[src/rtl/dtcd_pkg.sv]
// ----------------------------------------------------------------------------
// dtcd_pkg
// Shared types and constants for the dshot telemetry capture and decode block.
// ----------------------------------------------------------------------------
package dtcd_pkg;

   localparam int MOTORS_DEF   = 4;
   localparam int PULSES_DEF   = 20;
   localparam int WIDTH_BITS   = 16;
   localparam int FRAME_BITS   = 16;
   localparam int NIBBLE_BITS  = 4;

   localparam logic [2:0] MOTOR_COUNT_RESET = 3'd4;

   localparam logic OP_EDGE = 1'b0;
   localparam logic OP_READ = 1'b1;

   localparam logic [3:0] EXT_TEMP = 4'h2;
   localparam logic [3:0] EXT_VOLT = 4'h4;
   localparam logic [3:0] EXT_CURR = 4'h6;

   localparam logic [6:0] ERPM_SCALE = 7'd100;
   localparam logic [7:0] VOLT_SCALE = 8'd250;
   localparam logic [9:0] CURR_SCALE = 10'd1000;

   typedef enum logic [2:0] {
      STAT_BAD_INDEX = 3'd0,
      STAT_NOT_READY = 3'd1,
      STAT_CRC_FAIL  = 3'd2,
      STAT_ERPM      = 3'd3,
      STAT_EXTENDED  = 3'd4
   } status_type;

   typedef enum logic [1:0] {
      CTL_IDLE,
      CTL_SCAN,
      CTL_DECODE
   } ctl_state_type;

   typedef enum logic [2:0] {
      SC_IDLE,
      SC_LOAD,
      SC_MAX,
      SC_MIN,
      SC_THR,
      SC_BITS
   } scan_state_type;

   typedef struct packed {
      logic        op;
      logic [1:0]  motor;
      logic [31:0] edge_time_us;
   } req_type;

   typedef struct packed {
      logic [2:0]  status;
      logic [11:0] payload;
      logic [18:0] erpm;
      logic [15:0] voltage_mv;
      logic [7:0]  temperature_c;
      logic [17:0] current_ma;
   } rsp_type;

   typedef struct packed {
      logic                  done;
      logic [FRAME_BITS-1:0] frame;
   } scan_stat_type;

endpackage

[src/rtl/dtcd_width_mem.sv]
// ----------------------------------------------------------------------------
// dtcd_width_mem
// Pulse width store, one write port and one registered read port.
// ----------------------------------------------------------------------------
module dtcd_width_mem #(
   parameter int DEPTH = dtcd_pkg::MOTORS_DEF * dtcd_pkg::PULSES_DEF,
   parameter int AW    = $clog2(DEPTH)
) (
   input  logic                            clock,
   input  logic                            wr_en,
   input  logic [AW-1:0]                   wr_addr,
   input  logic [dtcd_pkg::WIDTH_BITS-1:0] wr_data,
   input  logic [AW-1:0]                   rd_addr,
   output logic [dtcd_pkg::WIDTH_BITS-1:0] rd_data
);
   import dtcd_pkg::*;

   logic [WIDTH_BITS-1:0] mem_ff [DEPTH];
   logic [WIDTH_BITS-1:0] rd_data_ff;

   always_ff @(posedge clock) begin
      if (wr_en) begin
         mem_ff[wr_addr] <= wr_data;
      end
      rd_data_ff <= mem_ff[rd_addr];
   end

   assign rd_data = rd_data_ff;

endmodule

[src/rtl/dtcd_scan.sv]
// ----------------------------------------------------------------------------
// dtcd_scan
// Walks one channel's stored widths with a single shared comparator: a
// min/max pass, then a threshold pass that slices the frame bits.
// ----------------------------------------------------------------------------
module dtcd_scan #(
   parameter int PULSES = dtcd_pkg::PULSES_DEF,
   parameter int IW     = $clog2(PULSES)
) (
   input  logic                            clock,
   input  logic                            reset,
   input  logic                            go,
   input  logic [dtcd_pkg::WIDTH_BITS-1:0] rd_data,
   output logic [IW-1:0]                   rd_idx,
   output dtcd_pkg::scan_stat_type         stat
);
   import dtcd_pkg::*;

   localparam int              BW       = $clog2(FRAME_BITS);
   localparam logic [IW-1:0]   LAST_IDX = IW'(PULSES - 1);
   localparam logic [BW-1:0]   LAST_BIT = BW'(FRAME_BITS - 1);

   scan_state_type          state_ff, state_in;
   logic                    done_ff, done_in;
   logic [IW-1:0]           idx_ff, idx_in;
   logic [BW-1:0]           bit_ff, bit_in;
   logic [WIDTH_BITS-1:0]   min_ff, min_in;
   logic [WIDTH_BITS-1:0]   max_ff, max_in;
   logic [WIDTH_BITS-1:0]   thr_ff, thr_in;
   logic [FRAME_BITS-1:0]   frame_ff, frame_in;
   logic [WIDTH_BITS-1:0]   cmp_a;
   logic [WIDTH_BITS-1:0]   cmp_b;
   logic                    cmp_gt;
   logic [WIDTH_BITS:0]     mid_sum;

   // shared comparator
   assign cmp_gt  = cmp_a > cmp_b;
   assign mid_sum = {1'b0, min_ff} + {1'b0, max_ff};

   always_comb begin
      state_in = state_ff;
      done_in  = 1'b0;
      idx_in   = idx_ff;
      bit_in   = bit_ff;
      min_in   = min_ff;
      max_in   = max_ff;
      thr_in   = thr_ff;
      frame_in = frame_ff;
      cmp_a    = rd_data;
      cmp_b    = thr_ff;
      unique case (state_ff)
         SC_IDLE: begin
            if (go) begin
               state_in = SC_LOAD;
               idx_in   = '0;
               bit_in   = '0;
               min_in   = '1;
               max_in   = '0;
            end
         end
         SC_LOAD: begin
            state_in = SC_MAX;
         end
         SC_MAX: begin
            cmp_a = rd_data;
            cmp_b = max_ff;
            if (cmp_gt) begin
               max_in = rd_data;
            end
            idx_in   = (idx_ff == LAST_IDX) ? '0 : idx_ff + IW'(1);
            state_in = SC_MIN;
         end
         SC_MIN: begin
            cmp_a = min_ff;
            cmp_b = rd_data;
            if (cmp_gt) begin
               min_in = rd_data;
            end
            // index wraps to zero only after the last width
            state_in = (idx_ff == '0) ? SC_THR : SC_MAX;
         end
         SC_THR: begin
            thr_in   = mid_sum[WIDTH_BITS:1];
            idx_in   = idx_ff + IW'(1);
            state_in = SC_BITS;
         end
         SC_BITS: begin
            cmp_a    = rd_data;
            cmp_b    = thr_ff;
            frame_in = {frame_ff[FRAME_BITS-2:0], cmp_gt};
            idx_in   = idx_ff + IW'(1);
            bit_in   = bit_ff + BW'(1);
            if (bit_ff == LAST_BIT) begin
               state_in = SC_IDLE;
               done_in  = 1'b1;
            end
         end
         default: begin
            state_in = SC_IDLE;
         end
      endcase
   end

   always_ff @(posedge clock) begin
      if (reset) begin
         state_ff <= SC_IDLE;
         done_ff  <= 1'b0;
      end else begin
         state_ff <= state_in;
         done_ff  <= done_in;
      end
   end

   always_ff @(posedge clock) begin
      idx_ff   <= idx_in;
      bit_ff   <= bit_in;
      min_ff   <= min_in;
      max_ff   <= max_in;
      thr_ff   <= thr_in;
      frame_ff <= frame_in;
   end

   assign rd_idx     = idx_ff;
   assign stat.done  = done_ff;
   assign stat.frame = frame_ff;

endmodule

[src/rtl/dshot_telemetry_capture_decoder.sv]
// ----------------------------------------------------------------------------
// dshot_telemetry_capture_decoder
// Captures bidirectional dshot telemetry pulse widths per motor channel and
// decodes a ready packet into eRPM or extended telemetry on request.
//
// Usage:
//   A request word is taken when start is high and busy is low. An edge word
//   stores the time since the channel's previous edge and gives no result.
//   A read word gives exactly one result word, marked by rsp_strobe for one
//   cycle; the receiver cannot stall it.
//   A read of an unused channel or of a channel whose packet is not ready
//   answers in the cycle after it is taken, and busy stays low.
//   A read of a ready packet holds busy while the scan unit runs and answers
//   once the decode state has formed the result. One scan comparator walks
//   the stored widths, each for max and then for min, then once per frame
//   bit, through the single read port of the width memory. csr_wdata sets
//   the number of channels in use; the user must write it only while idle,
//   as the block does not enforce this. Reset clears the channel timestamps,
//   counts and ready flags, sets four channels in use and leaves the width
//   memory as it is.
// ----------------------------------------------------------------------------
module dshot_telemetry_capture_decoder #(
   parameter int MOTORS            = dtcd_pkg::MOTORS_DEF,
   parameter int PULSES_PER_PACKET = dtcd_pkg::PULSES_DEF
) (
   input  logic              clock,
   input  logic              reset,
   input  logic              start,
   output logic              busy,
   input  dtcd_pkg::req_type req_word,
   output logic              rsp_strobe,
   output dtcd_pkg::rsp_type rsp_word,
   input  logic              csr_we,
   input  logic [2:0]        csr_wdata
);
   import dtcd_pkg::*;

   localparam int IW    = $clog2(PULSES_PER_PACKET);
   localparam int CW    = $clog2(PULSES_PER_PACKET + 1);
   localparam int MIW   = (MOTORS > 1) ? $clog2(MOTORS) : 1;
   localparam int DEPTH = MOTORS * PULSES_PER_PACKET;
   localparam int AW    = $clog2(DEPTH);

   localparam logic [3:0]    MOTORS_LIM = 4'(MOTORS);
   localparam logic [CW-1:0] FULL_CNT   = CW'(PULSES_PER_PACKET);
   localparam logic [AW-1:0] ROW_SIZE   = AW'(PULSES_PER_PACKET);

   ctl_state_type   ctl_state_ff, ctl_state_in;
   logic [2:0]      motor_count_ff;
   logic [31:0]     last_edge_ff [MOTORS];
   logic [CW-1:0]   count_ff [MOTORS];
   logic            ready_ff [MOTORS];
   logic [MIW-1:0]  sel_ff, sel_in;
   rsp_type         rsp_word_ff, rsp_word_in;
   logic            rsp_strobe_ff, rsp_strobe_in;

   logic            accept;
   logic [MIW-1:0]  m_idx;
   logic            in_use;
   logic [CW-1:0]   cur_count;
   logic [CW-1:0]   next_count;
   logic [31:0]     diff;
   logic            edge_go;
   logic            edge_store;
   logic            read_go;
   logic            scan_go;

   logic [AW-1:0]           wr_addr;
   logic [AW-1:0]           rd_addr;
   logic [WIDTH_BITS-1:0]   rd_data;
   logic [IW-1:0]           scan_idx;
   scan_stat_type           scan_stat;

   logic [11:0]             data;
   logic [3:0]              crc;
   logic [7:0]              val;
   rsp_type                 dec_word;

   assign busy       = (ctl_state_ff != CTL_IDLE);
   assign accept     = start && !busy;
   assign m_idx      = MIW'(req_word.motor);
   assign in_use     = ({2'b00, req_word.motor} < MOTORS_LIM) &&
                       ({1'b0, req_word.motor} < motor_count_ff);
   assign cur_count  = count_ff[m_idx];
   assign next_count = cur_count + CW'(1);
   assign diff       = req_word.edge_time_us - last_edge_ff[m_idx];
   assign edge_go    = accept && (req_word.op == OP_EDGE) && in_use;
   assign edge_store = edge_go && (cur_count < FULL_CNT);
   assign read_go    = accept && (req_word.op == OP_READ) && in_use && ready_ff[m_idx];

   assign wr_addr = AW'(m_idx) * ROW_SIZE + AW'(cur_count[IW-1:0]);
   assign rd_addr = AW'(sel_ff) * ROW_SIZE + AW'(scan_idx);

   dtcd_width_mem #(
      .DEPTH (DEPTH),
      .AW    (AW)
   ) u_mem (
      .clock   (clock),
      .wr_en   (edge_store),
      .wr_addr (wr_addr),
      .wr_data (diff[WIDTH_BITS-1:0]),
      .rd_addr (rd_addr),
      .rd_data (rd_data)
   );

   dtcd_scan #(
      .PULSES (PULSES_PER_PACKET),
      .IW     (IW)
   ) u_scan (
      .clock   (clock),
      .reset   (reset),
      .go      (scan_go),
      .rd_data (rd_data),
      .rd_idx  (scan_idx),
      .stat    (scan_stat)
   );

   // frame decode
   assign data = scan_stat.frame[FRAME_BITS-1:NIBBLE_BITS];
   assign crc  = data[3:0] ^ data[7:4] ^ data[11:8];
   assign val  = data[7:0];

   always_comb begin
      dec_word = '0;
      if (crc != scan_stat.frame[3:0]) begin
         dec_word.status = STAT_CRC_FAIL;
      end else begin
         dec_word.payload = data;
         if (!data[8] && (data[11:8] != 4'h0)) begin
            dec_word.status = STAT_EXTENDED;
            case (data[11:8])
               EXT_TEMP: begin
                  dec_word.temperature_c = val;
               end
               EXT_VOLT: begin
                  dec_word.voltage_mv = 16'(val) * 16'(VOLT_SCALE);
               end
               EXT_CURR: begin
                  dec_word.current_ma = 18'(val) * 18'(CURR_SCALE);
               end
               default: begin
               end
            endcase
         end else begin
            dec_word.status = STAT_ERPM;
            dec_word.erpm   = 19'(data) * 19'(ERPM_SCALE);
         end
      end
   end

   always_comb begin
      ctl_state_in  = ctl_state_ff;
      sel_in        = sel_ff;
      rsp_word_in   = '0;
      rsp_strobe_in = 1'b0;
      scan_go       = 1'b0;
      unique case (ctl_state_ff)
         CTL_IDLE: begin
            if (accept && (req_word.op == OP_READ)) begin
               if (!in_use) begin
                  rsp_word_in.status = STAT_BAD_INDEX;
                  rsp_strobe_in      = 1'b1;
               end else if (!ready_ff[m_idx]) begin
                  rsp_word_in.status = STAT_NOT_READY;
                  rsp_strobe_in      = 1'b1;
               end else begin
                  sel_in       = m_idx;
                  scan_go      = 1'b1;
                  ctl_state_in = CTL_SCAN;
               end
            end
         end
         CTL_SCAN: begin
            if (scan_stat.done) begin
               ctl_state_in = CTL_DECODE;
            end
         end
         CTL_DECODE: begin
            rsp_word_in   = dec_word;
            rsp_strobe_in = 1'b1;
            ctl_state_in  = CTL_IDLE;
         end
         default: begin
            ctl_state_in = CTL_IDLE;
         end
      endcase
   end

   always_ff @(posedge clock) begin
      if (reset) begin
         ctl_state_ff  <= CTL_IDLE;
         rsp_strobe_ff <= 1'b0;
      end else begin
         ctl_state_ff  <= ctl_state_in;
         rsp_strobe_ff <= rsp_strobe_in;
      end
   end

   always_ff @(posedge clock) begin
      sel_ff      <= sel_in;
      rsp_word_ff <= rsp_word_in;
   end

   // per channel capture state
   always_ff @(posedge clock) begin
      if (reset) begin
         motor_count_ff <= MOTOR_COUNT_RESET;
         for (int i = 0; i < MOTORS; i++) begin
            last_edge_ff[i] <= '0;
            count_ff[i]     <= '0;
            ready_ff[i]     <= 1'b0;
         end
      end else begin
         if (csr_we) begin
            motor_count_ff <= csr_wdata;
         end
         if (edge_go) begin
            last_edge_ff[m_idx] <= req_word.edge_time_us;
         end
         if (edge_store) begin
            count_ff[m_idx] <= next_count;
            if (next_count == FULL_CNT) begin
               ready_ff[m_idx] <= 1'b1;
            end
         end
         if (read_go) begin
            count_ff[m_idx] <= '0;
            ready_ff[m_idx] <= 1'b0;
         end
      end
   end

   assign rsp_strobe = rsp_strobe_ff;
   assign rsp_word   = rsp_word_ff;

endmodule

[config.mk]
export PLATFORM = sky130hd
export DESIGN_NAME = dshot_telemetry_capture_decoder
export DESIGN_NICKNAME = d
export VERILOG_FILES = /design/src/rtl/dtcd_pkg.sv /design/src/rtl/dtcd_width_mem.sv /design/src/rtl/dtcd_scan.sv /design/src/rtl/dshot_telemetry_capture_decoder.sv
export SDC_FILE = /design/constraint.sdc
export NUM_CORES = 2
export LEC_CHECK = 0
export BUFFER_PORTS_ARGS = -buffer_cell sky130_fd_sc_hd__buf_2
export CAP_MARGIN = 20
export CORE_AREA = 2 2 378 380
export CTS_CLUSTER_DIAMETER = 50
export DETAILED_ROUTE_END_ITERATION = 6
export DIE_AREA = 0 0 380 382
export PLACE_DENSITY = 0.62
export SLEW_MARGIN = 0
export SYNTH_ARGS = -nofsm -noshare
export SYNTH_HDL_FRONTEND = slang
export SYNTH_SLANG_ARGS = --single-unit
export TNS_END_PERCENT = 10
[constraint.sdc]
create_clock -name clock -period 18.2 [get_ports clock]
set_clock_uncertainty 0.15 [all_clocks]
set_input_delay 0.91 -clock clock [delete_from_list [all_inputs] [get_ports clock]]
set_output_delay 0.91 -clock clock [all_outputs]
set_load 0.005 [all_outputs]
# Word level (Yosys, flattened, before mapping)

Memories as Yosys holds them, arrays and structs flattened. A register that Yosys moved wholly into a read port is not among the register bits.
Index checks and enable logic that the tools add are counted.

Bits in latches: 0
Memory bits (writable): 1,432
Memory bits (read-only): 0
Logic and storage cells: 173
Memories: 4
Register bits after elaboration: 161
Input bits: 42

$lt $le $gt $ge: 3
Multipliers: 5
Divide/modulo/power cells: 0
Bitwise operators: 11
Eq/ne operators: 22
$add $sub $neg: 7
Muxes and demuxes: 63
Shift operators: 0
Reduce and logical (&&, ||, !) cells: 37

Memory list:

| memory       | depth | width | rd ports | clocked after memory_dff | write ports | line                                  | source |
|---|---|---|---|---|---|---|---|
| u_mem.mem_ff | 80    | 16    | 1        | 1                        | 1           | dtcd_width_mem.sv:18                  | `logic [WIDTH_BITS-1:0] mem_ff [DEPTH];` |
| last_edge_ff | 4     | 32    | 1        | 0                        | 4           | dshot_telemetry_capture_decoder.sv:50 | `logic [31:0] last_edge_ff [MOTORS];` |
| count_ff     | 4     | 5     | 1        | 0                        | 4           | dshot_telemetry_capture_decoder.sv:51 | `logic [CW-1:0] count_ff [MOTORS];` |
| ready_ff     | 4     | 1     | 1        | 0                        | 4           | dshot_telemetry_capture_decoder.sv:52 | `logic ready_ff [MOTORS];` |

Operators by type and width:

| cell                    | number |
|---|---|
| $pmux W16 S2            | 3 |
| $mux W16                | 4 |
| $mux W1                 | 32 |
| $mux W32                | 1 |
| $reduce_or A32 Y1       | 1 |
| $mul A8 B7 Y15 const B  | 2 |
| $mux W5                 | 4 |
| $pmux W3 S6             | 1 |
| $add A16 B16 Y17        | 1 |
| $mul A12 B5 Y17 const B | 1 |
| $gt A16 B16 Y1          | 1 |
| $sub A16 B16 Y16        | 1 |
| $mux W3                 | 5 |
| $pmux W5 S3             | 1 |
| $add A7 B5 Y7           | 2 |
| $mux W2                 | 7 |
| $reduce_or A4 Y1        | 3 |
| $add A5 B1 Y5 const B   | 2 |
| $eq A5 B5 Y1 const B    | 2 |
| $mul A2 B3 Y5 const B   | 2 |
| $eq A4 B3 Y1 const B    | 2 |
| $logic_and A1 B1 Y1     | 8 |
| $ne A2 B1 Y1 const B    | 4 |
| $ne A2 B2 Y1 const B    | 4 |
| other kinds (33)        | 54 |

# Longest topological paths before layout

Depth after elaboration: 12
Gate-level depth with buffers: 16

# Hierarchy

A second synthesis with hierarchy kept.

Cells, all modules: 3,687
Area, all modules: 64,020.2 um^2

Modules (own cells, without submodules):

| module                          | area an instance (um^2) | cells each | times used |
|---|---|---|---|
| dtcd_width_mem                  | 49,837.8                | 2,392      | 1 |
| dshot_telemetry_capture_decoder | 9,741.8                 | 902        | 1 |
| dtcd_scan                       | 4,440.5                 | 393        | 1 |

# Least setup slack after synthesis

No wires, ideal clock.

Kind: input-to-reg
Start: input port req_word[33] (netlist bit)
End: memory u_mem.mem_ff[0][15] (data pin)
Library setup time: 659 ps
Data arrival time: 6,164 ps
Path buffers: 3
Setup slack: 11,227 ps
Data required time: 17,391 ps
Cell stages on the path: 13
Cells stage by stage: clkbuf_1 -> buf_1 -> buf_1 -> mux4_2 -> inv_1 -> ha_1 -> nor2b_1 -> o211ai_1 -> a32oi_1 -> nor2b_1 -> a2111oi_0 -> a21oi_1 -> xnor2_1

Cells in the longest elaborated chain, start to end: 2

Ends and longest elaborated chain:

| item               | line                                  | source |
|---|---|---|
| start: declaration | dshot_telemetry_capture_decoder.sv:30 | `input dtcd_pkg::req_type req_word,` |
| $mem_v2 Z4 W32     | -                                     |  |
| $sub A16 B16 Y16   | dshot_telemetry_capture_decoder.sv:86 | `assign diff = req_word.edge_time_us - last_edge_ff[m_idx];` |
| net diff[15]       | dshot_telemetry_capture_decoder.sv:62 | `logic [31:0] diff;` |
| end: declaration   | dtcd_width_mem.sv:18                  |  |

The timed path passes the listed nets, and every way through them passes these cells.

# Worst setup path after layout

Start: input port req_word[32] (netlist bit)
End: memory u_mem.mem_ff[38][15] (data pin)

Same word-level chain as after synthesis.

==> flow_summary.ini <==
[timing]
fin_tns_setup_ns = 0
fmax_mhz = 195
min_period_ns = 5.13
worst_pin_slew_ns = 1.09
drv_slew = 0
setup_slack_ns = 13.07
hold_viol_final = 0
maxSlewHeadroom_pct = 27.0
rsz0062_at_grt = false
finalSetupViolCount = 0
fin_crit_sh_pct = 28.2

[routing]
initialDrtViolationCount = 2806
wl_per_cell_um = 25.7
drc = 2
antenna_left = 0
vias_per_cell = 5.61
wirelength_um = 141000
vias = 30800
dr.pass1.iters = 7

[yosys]
synthCells = 3230
synthTopCellsByCount = 1443 x edfxtp_1, 422 x mux4_2, 209 x nor2_1
syn_area_mm2 = 0.0632
yosysTopAreaCell = edfxtp_1
synth_edf_count = 1443
post-synth-top-count-cell = edfxtp_1
yosysTopAreaCellShare_pct = 68.6
yosys-top-cells-area = edfxtp_1 69%, mux4_2 15%, dfxtp_1 3.0%
synth_ff_type = edfxtp_1
ys_seq_area_share_pct = 71.6
synth.avg_cell_area_um2 = 19.6
synth.distinct_cells = 62
yosysWarnings = 0
async_reset_ff_share_pct = 0
synth_seq_cells = 1539

[worst_setup_path]
path_buf_inv = 4
timing.rr.end = u_mem.rd_data[15]
cp_max_fo = 80
critPathTopFamily = compound AO/OA/AOI/OAI gates
rr_startpoint = u_scan.rd_idx[0]
critPathMaxStageDelay_ns = 0.87
arrival_ns = 5.42
r2r_cells = 8
critPathCaptureType = flop
timing.critical_path.slowest_stage_cell = a2111oi_0
worst_setup_path_start_kind = primary input
critical_path_required_ns = 18.50
r2r_slack_ns = 13.23
setup.worst_path.class = primary input to flop
cp_cell_sequence = buf_2 -> buf_4 -> mux4_2 -> inv_1 -> ha_1 -> nor2b_1 -> o211ai_1 -> a32oi_1 -> nor2b_1 -> a2111oi_0 -> a21oi_1 -> xnor2_2 -> buf_4

[status]
outcome = complete, but fails checks
failed_checks = design-rule violations

[clocking]
cts_buffer_depth = 3
cts_tree = done
h-tree-depth = 4
cts_hold_buf = 0
cts-root-buf = clkbuf_16
clock_latency_ns = 0.79
cts_made_buffers = 168
clkSlewWorstSetupHoldPaths_ns = 0.05
postCtsSetupBuffers = 0
cts_resized = 0
cts_sinks = 1539

[floorplan]
dieArea_mm2 = 0.145
die_y_um = 382
rows = 138
core_mm2 = 0.141
die_w_um = 380
start_util_pct = 44.9
pin_count = 120

[placement]
io_buffers = 97
dpl.hpwl_um = 82000
dp_slack_ns = 12.30
place.gp.congestion = 0.828

[global_route]
grt_overflow = 0
grt_pass1_wl_um = 210000
grt_pass1_vias = 31200
grt_max_degree = 140
grt_antenna_before_repair = 5
grtUsageTotal_pct = 19.6

[power]
peakVddDrop_v = 0.0000947
p_leak_nw = 24.3
power.density_mw_per_mm2 = 115

[worst_hold_path]
holdPathStages = 3
hold_end = motor_count_ff[2]
hp-class = primary input to flop
hp-start = csr_wdata[2]

[layout]
syn2layout_area_growth_pct = 14.1
num-nets-final = 3672
n_fill_cell = 11200
drive_gt1_share_pct = 27.0
fin_util_pct = 51.2

[flow_run]
maxCapViolCount = 0
## cell usage in the layout (no fill, tap or decap), types with 21 or more instances in the layout
cell type / count
ha_1: 134
dfxtp_1: 96
buf_2: 97
inv_1: 106
o21ai_0: 26
nor2_1: 167
nand3_1: 24
nor2_2: 42
clkinv_1: 29
buf_4: 87
nand2_1: 100
and3_1: 66
xor2_1: 29
a21oi_1: 58
edfxtp_1: 1443
mux4_2: 422
clkbuf_16: 168
and2_1: 42
xnor2_1: 29
fa_1: 32
a21o_1: 23
clkinv_2: 21
clkbuf_1: 34
mux2i_1: 54
## cell type report
cell class,count,area (um^2),area share [%]
multi-input combinational,1446,17100,23.8
sequential,1539,45300,62.7
timing repair buffer,199,1390,1.92
antenna,1,2.50,0.00347
tap,1890,2360,3.28
clock inverter,100,1190,1.66
inverter,109,409,0.567
clock buffer,208,4380,6.07
## routing by layer
| metal | GRT usage [%] | routed length (um) |
|---|---|---|
| met1 | 28.3 | 62600 |
| met4 | 5.78 | 3380 |
| met2 | 30.8 | 66600 |
| met3 | 3.47 | 8410 |
| met5 | 0 | 13 |
## where the power goes
part | total [mW] | switching [mW] | internal, mW | leakage [nW]
sequential | 4.17 | 0.0200 | 4.15 | 13.8
clock | 3.38 | 1.41 | 1.96 | 2.69
combinational | 0.773 | 0.553 | 0.220 | 7.81
total | 8.32 | 1.99 | 6.33 | 24.3
## registers in the layout, indices dropped and copies added (netlist names), 2 cells and up
signal,count
u_mem.rd_data,16
motor_count_ff,3
count_ff,20
ctl_state_ff,2
u_scan.state_ff,3
u_scan.rd_idx,5
u_scan.min_ff,16
sel_ff,2
u_scan.max_ff,16
last_edge_ff,64
u_scan.thr_ff,16
ready_ff,4
u_scan.frame_ff,16
rsp_word,70
u_mem.mem_ff,1280
u_scan.bit_ff,4
## cells by family (layout without fill, tap and decap cells)
| logic type | count (synthesis) | count (layout) | share of synthesized area, % |
|---|---|---|---|
| mux | 476 | 476 | 15.9 |
| fa+ha+maj | 167 | 167 | 3.69 |
| xor+xnor | 74 | 74 | 1.04 |
| other cells | 1 | 7 | 0.00593 |
| flops | 1539 | 1539 | 71.6 |
| simple gates | 546 | 546 | 4.17 |
| buf+inv | 250 | 616 | 1.74 |
| compound gates | 177 | 177 | 1.86 |
## stage by stage
step / cell area, um^2 / total power, mW / hold slack (ns) / std cells
2_1_floorplan: 63200 / 4.71 / 0.293 / 3235
3_3_place_gp: 66400 / 5.01 / 0.303 / 5171
3_5_place_dp: 66500 / 5.03 / 0.311 / 5176
4_1_cts: 72000 / 8.40 / 0.184 / 5484
5_1_grt: 72100 / 8.60 / 0.230 / 5491
6_report: 72100 / 8.32 / 0.237 / 5492
## tightest hold or removal path, delay by kind of cell
kind            cells  cell delay [ns]
compound gates      1             0.07
buf+inv             1             0.10
simple gates        1             0.05
## worst max path at each step
stage	depth (start not counted)	end	start	slack, ns
floorplan	13	u_mem.mem_ff[0][15]	req_word[33]	11.23
global placement	13	u_mem.mem_ff[32][15]	req_word[32]	12.34
detailed placement	13	u_mem.mem_ff[32][15]	req_word[32]	12.30
CTS	8	u_mem.rd_data[15]	u_scan.rd_idx[0]	13.03
global route	13	u_mem.mem_ff[38][15]	req_word[32]	12.64
finish	13	u_mem.mem_ff[38][15]	req_word[32]	13.07
(Power assumes the default switching activity.)
